**src/rtl/core/udt_pkg.sv**
```systemverilog
// udt_pkg: shared types and constants for the per-id usage delta table
// used by udt_store, udt_ratio and per_id_usage_delta_table_top
package udt_pkg;

	localparam int ID_W       = 32;
	localparam int TIME_W     = 64;
	localparam int USAGE_W    = 14;
	localparam int COUNT_W    = 9;
	localparam int CMD_W      = 2;
	localparam int TABLE_ENTRIES_DEF = 256;

	localparam logic [USAGE_W-1:0] FULL_SCALE = 14'd10000;

	localparam logic [CMD_W-1:0] CMD_BEGIN = 2'd0;
	localparam logic [CMD_W-1:0] CMD_ENTRY = 2'd1;
	localparam logic [CMD_W-1:0] CMD_END   = 2'd2;
	localparam logic [CMD_W-1:0] CMD_NOP   = 2'd3;

	// one table slot as held in the data memory
	typedef struct packed {
		logic [TIME_W-1:0] tstamp;
		logic [ID_W-1:0]   ident;
	} slot_t;

	// write strobes from the sequencer to the slot store
	typedef struct packed {
		logic data_we;
		logic seen_we;
		logic seen_val;
	} wr_ctl_t;

endpackage

```
**src/rtl/core/udt_ratio.sv**
```systemverilog
// udt_ratio: floor(num * 10000 / den) for num < den, shift-add multiply then restoring divide
// depends on udt_pkg
module udt_ratio (
	input  logic                        clk,
	input  logic                        arst_n,
	input  logic                        start,
	input  logic [udt_pkg::TIME_W-1:0]  num,
	input  logic [udt_pkg::TIME_W-1:0]  den,
	output logic                        busy,
	output logic                        done,
	output logic [udt_pkg::USAGE_W-1:0] quo
);

	localparam int PW = udt_pkg::TIME_W + udt_pkg::USAGE_W;
	localparam int SW = $clog2(udt_pkg::USAGE_W);

	typedef enum logic [1:0] {R_IDLE, R_MUL, R_DIV} rstate_t;

	rstate_t                       state_q;
	logic [SW-1:0]                 step_q;
	logic [udt_pkg::TIME_W-1:0]    num_q;
	logic [PW-1:0]                 acc_q;
	logic [PW-1:0]                 den_sh_q;
	logic [udt_pkg::USAGE_W-1:0]   quo_q;
	logic                          done_q;
	logic [PW-1:0]                 addend;
	logic                          ge;

	// multiplier bit picks the operand, divider compares against shifted den
	assign addend = udt_pkg::FULL_SCALE[step_q] ? {{udt_pkg::USAGE_W{1'b0}}, num_q} : '0;
	assign ge     = (acc_q >= den_sh_q);

	always_ff @(posedge clk or negedge arst_n) begin
		if (!arst_n) begin
			state_q  <= R_IDLE;
			step_q   <= '0;
			done_q   <= 1'b0;
			num_q    <= '0;
			acc_q    <= '0;
			den_sh_q <= '0;
			quo_q    <= '0;
		end else begin
			done_q <= 1'b0;
			case (state_q)
				R_IDLE: begin
					if (start) begin
						num_q    <= num;
						den_sh_q <= {1'b0, den, {(udt_pkg::USAGE_W-1){1'b0}}};
						acc_q    <= '0;
						step_q   <= SW'(udt_pkg::USAGE_W-1);
						state_q  <= R_MUL;
					end
				end
				R_MUL: begin
					acc_q <= {acc_q[PW-2:0], 1'b0} + addend;
					if (step_q == '0) begin
						step_q  <= SW'(udt_pkg::USAGE_W-1);
						state_q <= R_DIV;
					end else begin
						step_q <= step_q - 1'b1;
					end
				end
				R_DIV: begin
					if (ge) begin
						acc_q <= acc_q - den_sh_q;
					end
					den_sh_q <= den_sh_q >> 1;
					quo_q    <= {quo_q[udt_pkg::USAGE_W-2:0], ge};
					if (step_q == '0) begin
						done_q  <= 1'b1;
						state_q <= R_IDLE;
					end else begin
						step_q <= step_q - 1'b1;
					end
				end
				default: state_q <= R_IDLE;
			endcase
		end
	end

	assign busy = (state_q != R_IDLE);
	assign done = done_q;
	assign quo  = quo_q;

endmodule

```
**config.mk**
```make
export PLATFORM = sky130hd
export DESIGN_NAME = udt_ratio
export DESIGN_NICKNAME = d
export VERILOG_FILES = /design/src/rtl/core/udt_pkg.sv /design/src/rtl/core/udt_ratio.sv
export SDC_FILE = /design/constraint.sdc
export NUM_CORES = 1
export LEC_CHECK = 0
export BUFFER_PORTS_ARGS = -buffer_cell sky130_fd_sc_hd__buf_2
export CAP_MARGIN = 0
export CORE_ASPECT_RATIO = 0.5
export CORE_MARGIN = 2
export CORE_UTILIZATION = 55
export DETAILED_ROUTE_END_ITERATION = 16
export PLACE_DENSITY = 0.74
export SKIP_LAST_GASP = 1
export SYNTH_ARGS = -nofsm -noshare
export SYNTH_HDL_FRONTEND = slang
export SYNTH_SLANG_ARGS = --single-unit
```
**constraint.sdc**
```tcl
create_clock -name clk -period 4.6 [get_ports clk]
set_input_delay 0.23 -clock clk [delete_from_list [all_inputs] [get_ports clk]]
set_output_delay 0.23 -clock clk [all_outputs]
set_load 0.02 [all_outputs]
```
; Word level (Yosys, flattened, before mapping)
; Memory sizes are Yosys's and may differ from the RTL's.
; Index checks and enable logic that the tools add are counted.
[totals]
wordCells = 47
rom_bits = 16
inputBits = 131
n_memories = 1
register_bits = 241
[memory_table]
columns = memory, depth, word_bits, read_ports, rd_clocked_by_memory_dff, write_ports, line
row1 = (no name shown), 16, 1, 1, 0, 0, udt_ratio.sv:30  ; assign addend = udt_pkg::FULL_SCALE[step_q] ? {{udt_pkg::USAGE_W{1'b0}}, num_q} : '0;
[classes]
n_eq_ne = 7
muxes = 17
n_reduce_logical = 10
n_lt_le_gt_ge = 2
n_addsub = 3
[ops]
columns = operator, count
row1 = 78-bit 2-to-1 mux, 3
row2 = 78-bit case mux with 3 select lines, 1
row3 = 78-bit case mux with 2 select lines, 1
row4 = 78-bit by 64-bit adder with 78-bit output, 1
row5 = 78-bit greater-or-equal comparator, 1
row6 = 78-bit subtractor, 1
row7 = 64-bit 2-to-1 mux, 1
row8 = 4-bit 2-to-1 mux, 3
row9 = 4-bit case mux with 3 select lines, 1
row10 = 2-bit != test (second input constant), 5
row11 = 3-bit AND reduction, 3
row12 = 2-bit 2-to-1 mux, 3
row13 = 2-bit case mux with 3 select lines, 1
row14 = 4-bit by 5-bit less-than comparator with 1-bit output (second input constant), 1
row15 = 4-bit logical NOT, 1
row16 = 2-bit AND reduction, 2
row17 = 2-bit nonzero test, 2
row18 = 4-bit by 1-bit subtractor with 4-bit output (second input constant), 1
row19 = 1-bit 2-to-1 mux, 3
row20 = 3-bit nonzero test, 1
row21 = 2-bit by 1-bit == test with 1-bit output (second input constant), 1
row22 = 2-bit == test (second input constant), 1
row23 = 2-bit logical NOT, 1

; Logic depth before layout (Yosys ltp)
[logic_depth]
depth_word = 5
depth_mapped = 20

; Worst setup path before layout
; No wires, ideal clock.
[synth_timing]
path_type = register -> register
from = register step_q[0]
to = register acc_q[77]
path_stages_with_launch = 21
required_time_ns = 4.470
n_path_buf = 3
arrival_time_ns = 4.065
setup_time_ns = 0.130
setup_slack_ns = 0.405
path_cell_list = dfrtp_1 inv_1 ha_1 mux2_2 nand2_1 o21ai_1 clkbuf_1 and2_1 ha_1 clkbuf_1 nand4_1 or3_1 clkbuf_1 nor4_1 a32oi_1 a211oi_1 o31ai_1 a2111oi_0 xor2_1 nand2_1 nand4_1
[synth_via]
elab_chain_len = 5
[synth_rtl]
columns = element, line
row1 = start: declaration, udt_ratio.sv:20  ; logic [SW-1:0] step_q;
row2 = start signal: assignment, udt_ratio.sv:50  ; step_q <= SW'(udt_pkg::USAGE_W-1);
row3 = start signal: assignment, udt_ratio.sv:57  ; step_q <= SW'(udt_pkg::USAGE_W-1);
row4 = start signal: assignment, udt_ratio.sv:60  ; step_q <= step_q - 1'b1;
row5 = memory 16 x 1 bit, --
row6 = 1-bit 2-to-1 mux (not written as such), udt_ratio.sv:30
row7 = 64-bit 2-to-1 mux, udt_ratio.sv:30
row8 = 78-bit by 64-bit adder with 78-bit output, udt_ratio.sv:55  ; acc_q <= {acc_q[PW-2:0], 1'b0} + addend;
row9 = 78-bit case mux with 3 select lines, udt_ratio.sv:44  ; case (state_q)
row10 = end signal: assignment, udt_ratio.sv:55
row11 = end signal: assignment, udt_ratio.sv:65  ; acc_q <= acc_q - den_sh_q;
row12 = end: declaration, udt_ratio.sv:22  ; logic [PW-1:0] acc_q;
; Every way passes these cells. The select of a mux whose other input is x is not followed.
; A chain may end at the register's enable or synchronous reset.

; Final worst setup path
[layout_timing]
from = register step_q[0]
to = register acc_q[58]
; Same word-level chain as after synthesis.

==> qor.txt <==
CTS clk-pin slew, worst paths - 0.07 ns
Row cnt - 48
Clock Skews - 0.0249 ns
Library cells used by synthesis - 84
CTS tree - yes
RSZ-0062 raised after global routing - no
Routability cong. - 1.01
Max VDD drop - 0.000509 V
Asr flop ratio synth - 100%
Diodes inserted - 0
Layout area overhead - 20.5%
FMAX - 0.227 GHz
Compound-Gate Fraction of Synth Area - 23.9%
Clock period minus worst slack - 4.40 ns
Post-Route WL - 61.7 mm
Main combinational cell family by area after synthesis - compound AO/OA/AOI/OAI gates
Crit end category - flip-flop
Worst path required time - 5.05 ns
Status - completed
Clk_lat worst skew - 0.57 ns
First-pass GRT wire length - 96.9 mm
Design area - 23500 sq um
Clock Path Buffers - 3
GRT Util Overall - 32.7%
Post-DP HPWL - 45.6 mm
H-tree Lvls - 1
Finish-stage setup viols - 0
Crit path launch type - flip-flop
Critical path data arrival time - 4.85 ns
Die Height - 137 um
Multiplexer share of the synthesized area - 7.79%
Syn Nets - 2600
Total gr overflow - 0
Vias in the first global route - 17900
CTS Buf Count - 24
Cells after Synth - 2320
XOR/XNOR share of the synthesized area - 6.47%
Via count - 18900
Post-Synth Adder-Cell Area - 9.64%
Finished Layout Cells - 3102
Die area - 37100 sq um
Ports - 147
Lkg Pwr - 10.7 nW
Dpl cell area - 21300 sq um
Max-cap violation count - 0
Initial DRC Count - 1764
Post-synth EDFFs - 0
Wirelength per Cell - 19.9 um
Area contributors post-synth - dfrtp_1 (31%), ha_1 (9.4%), nand2_1 (5.3%), a21oi_1 (4.9%), mux2_2 (4.5%)
Number of vias per cell - 6.09
Share of the synthesized area in the top cell type - 30.8%
Min Hold Slack - 0.00249 ns
Hold depth - 3
TritonRoute pass-1 iters - 5
Post-Place Cells - 2929
Initial antenna violation count - 0
Die X-Extent - 270 um
R2R depth - 20
Initial Util - 56.2%
Biggest area consumer among synthesized cells - dfrtp_1
Synthesized area - 19500 sq um
Top FF cell, synth - dfrtp_1
Fin nets - 2893
Crit path max fanout - 8
Slew @ Worst Pin - 1.24 ns
Largest net degree at the start of global routing - 115
Synth warn - 0
Slew HR - 16.9%
Crit Path Category - flip-flop to flip-flop
Final period util - 95.7%
Slew Limit Fails - 0
Seq cells post-synth - 240
Clk Tree Root Cell - clkbuf_16
Top-count cell post-synth - nand2_1
Hold crit path type - input pin to flip-flop
Detail Route Antenna Nets - 0
Drt drc - 0
Clock sink count - 240
Core area - 34700 sq um
Simple-gate share of the synthesized area - 16.3%
Final Hold Viols - 0
Syn Area/Cell - 8.40 sq um
Top cells by count, synth - nand2_1 (274), dfrtp_1 (240), a21oi_1 (190), o21ai_0 (165), ha_1 (147)
Post-synthesis sequential area ratio - 30.8%
Share of layout cells above drive strength 1 - 16.9%
P per Cell Area - 795 nW/um^2
Buffers added on ports - 146
==> path summary, 6_finish.rpt <==
check | start | to | slack (ns)
hold / removal | den[13] | den_sh_q[26]$_DFFE_PN0P_ | 0.002
max in group asynchronous | arst_n | step_q[0]$_DFFE_PN0P_ | 3.17
setup / recovery | step_q[0]$_DFFE_PN0P_ | acc_q[58]$_DFFE_PN0P_ | 0.20
min in group asynchronous | arst_n | num_q[10]$_DFFE_PN0P_ | 0.25
hold reg to reg | den_sh_q[13]$_DFFE_PN0P_ | den_sh_q[13]$_DFFE_PN0P_ | 0.50
setup reg to reg | step_q[0]$_DFFE_PN0P_ | acc_q[58]$_DFFE_PN0P_ | 0.20
==> power by group <==
part           internal [mW]  switching, mW  total, mW
sequential              2.97          0.753       3.73
combinational           5.15           7.77       12.9
clock                   1.09          0.938       2.03
total                   9.22           9.46       18.7
==> registers in the layout, summed over array words and instances, names as in the netlist <==
register / flops
acc_q: 78
den_sh_q: 77
done: 1
num_q: 64
quo: 14
state_q: 2
step_q: 4
==> layout by cell type, fill, tap and decap left out, types with 62 or more instances in the layout <==
cell type      count
o21ai_0          163
inv_1            118
mux2_2            78
dlygate4sd3_1    127
ha_1             144
and2_1            75
nor2_1           107
buf_2            145
mux2i_1           64
xor2_1            62
dfrtp_1          239
a21oi_1          187
xnor2_1           82
buf_4            118
nand2_1          271
==> worst max-delay path, cell delays in order (launching register included) <==
cell       delay (ns)
dfrtp_2          0.39
inv_1            0.06
ha_1             0.22
mux2_2           0.29
nand2_4          0.11
o21ai_4          0.12
and2_1           0.20
ha_1             0.26
a211oi_1         0.42
nor3_2           0.13
o21ai_1          0.36
a2111oi_4        0.14
buf_4            0.16
o211ai_1         0.16
buf_4            0.17
a21oi_1          0.08
buf_4            0.17
a21oi_1          0.21
o21ai_1          0.13
xor2_1           0.15
a221o_1          0.35
==> per-stage QoR <==
step	setup WS, ns	power (mW)	setup TNS, ns	util [%]
2_1_floorplan	0.405	12.3	0	-
3_3_place_gp	-0.122	15.9	-0.382	61.2
3_5_place_dp	-0.207	16.0	-1.49	61.2
4_1_cts	0.0380	18.2	0	67.1
5_1_grt	0.0160	20.0	0	67.7
6_report	0.200	18.7	0	67.7
==> final cells by class <==
type                    count  area [sq um]
multi-input cells        1833         12700
fillers                  2907         11200
flip-flops and latches    240          6010
repair buffers            395          2980
clock buffers              30           674
well taps                 475           594
inverters                 119           447
clock inverters            10          92.6
==> logic make-up after synthesis <==
kind of cell,Yosys count
AOI/OAI and AO/OA,737
muxes,142
adders and majority gates,149
buffers and inverters,248
DFF,240
xor gates and xnor gates,144
and+or+nand+nor,660
==> repair_timing <==
item | CTS | global route
cloned | 0 | 1
hold buffers | 126 | 1
setup endpoints to repair | 17 | 32
endpoints found under the hold margin | 204 | 1
buffers inserted | 0 | 5
pin swaps | 0 | 5
gates resized for setup | 6 | 26
==> routing by layer <==
| metal | share of wire (%) | global-route usage (%) | routed length, um |
|---|---|---|---|
| met5 | 0 | 0 | 0 |
| met4 | 2.7 | 8.90 | 1640 |
| met3 | 6.8 | 4.33 | 4190 |
| met2 | 45 | 52.5 | 27600 |
| met1 | 46 | 46.6 | 28300 |
Note: power is estimated with default switching activity, not from simulation.
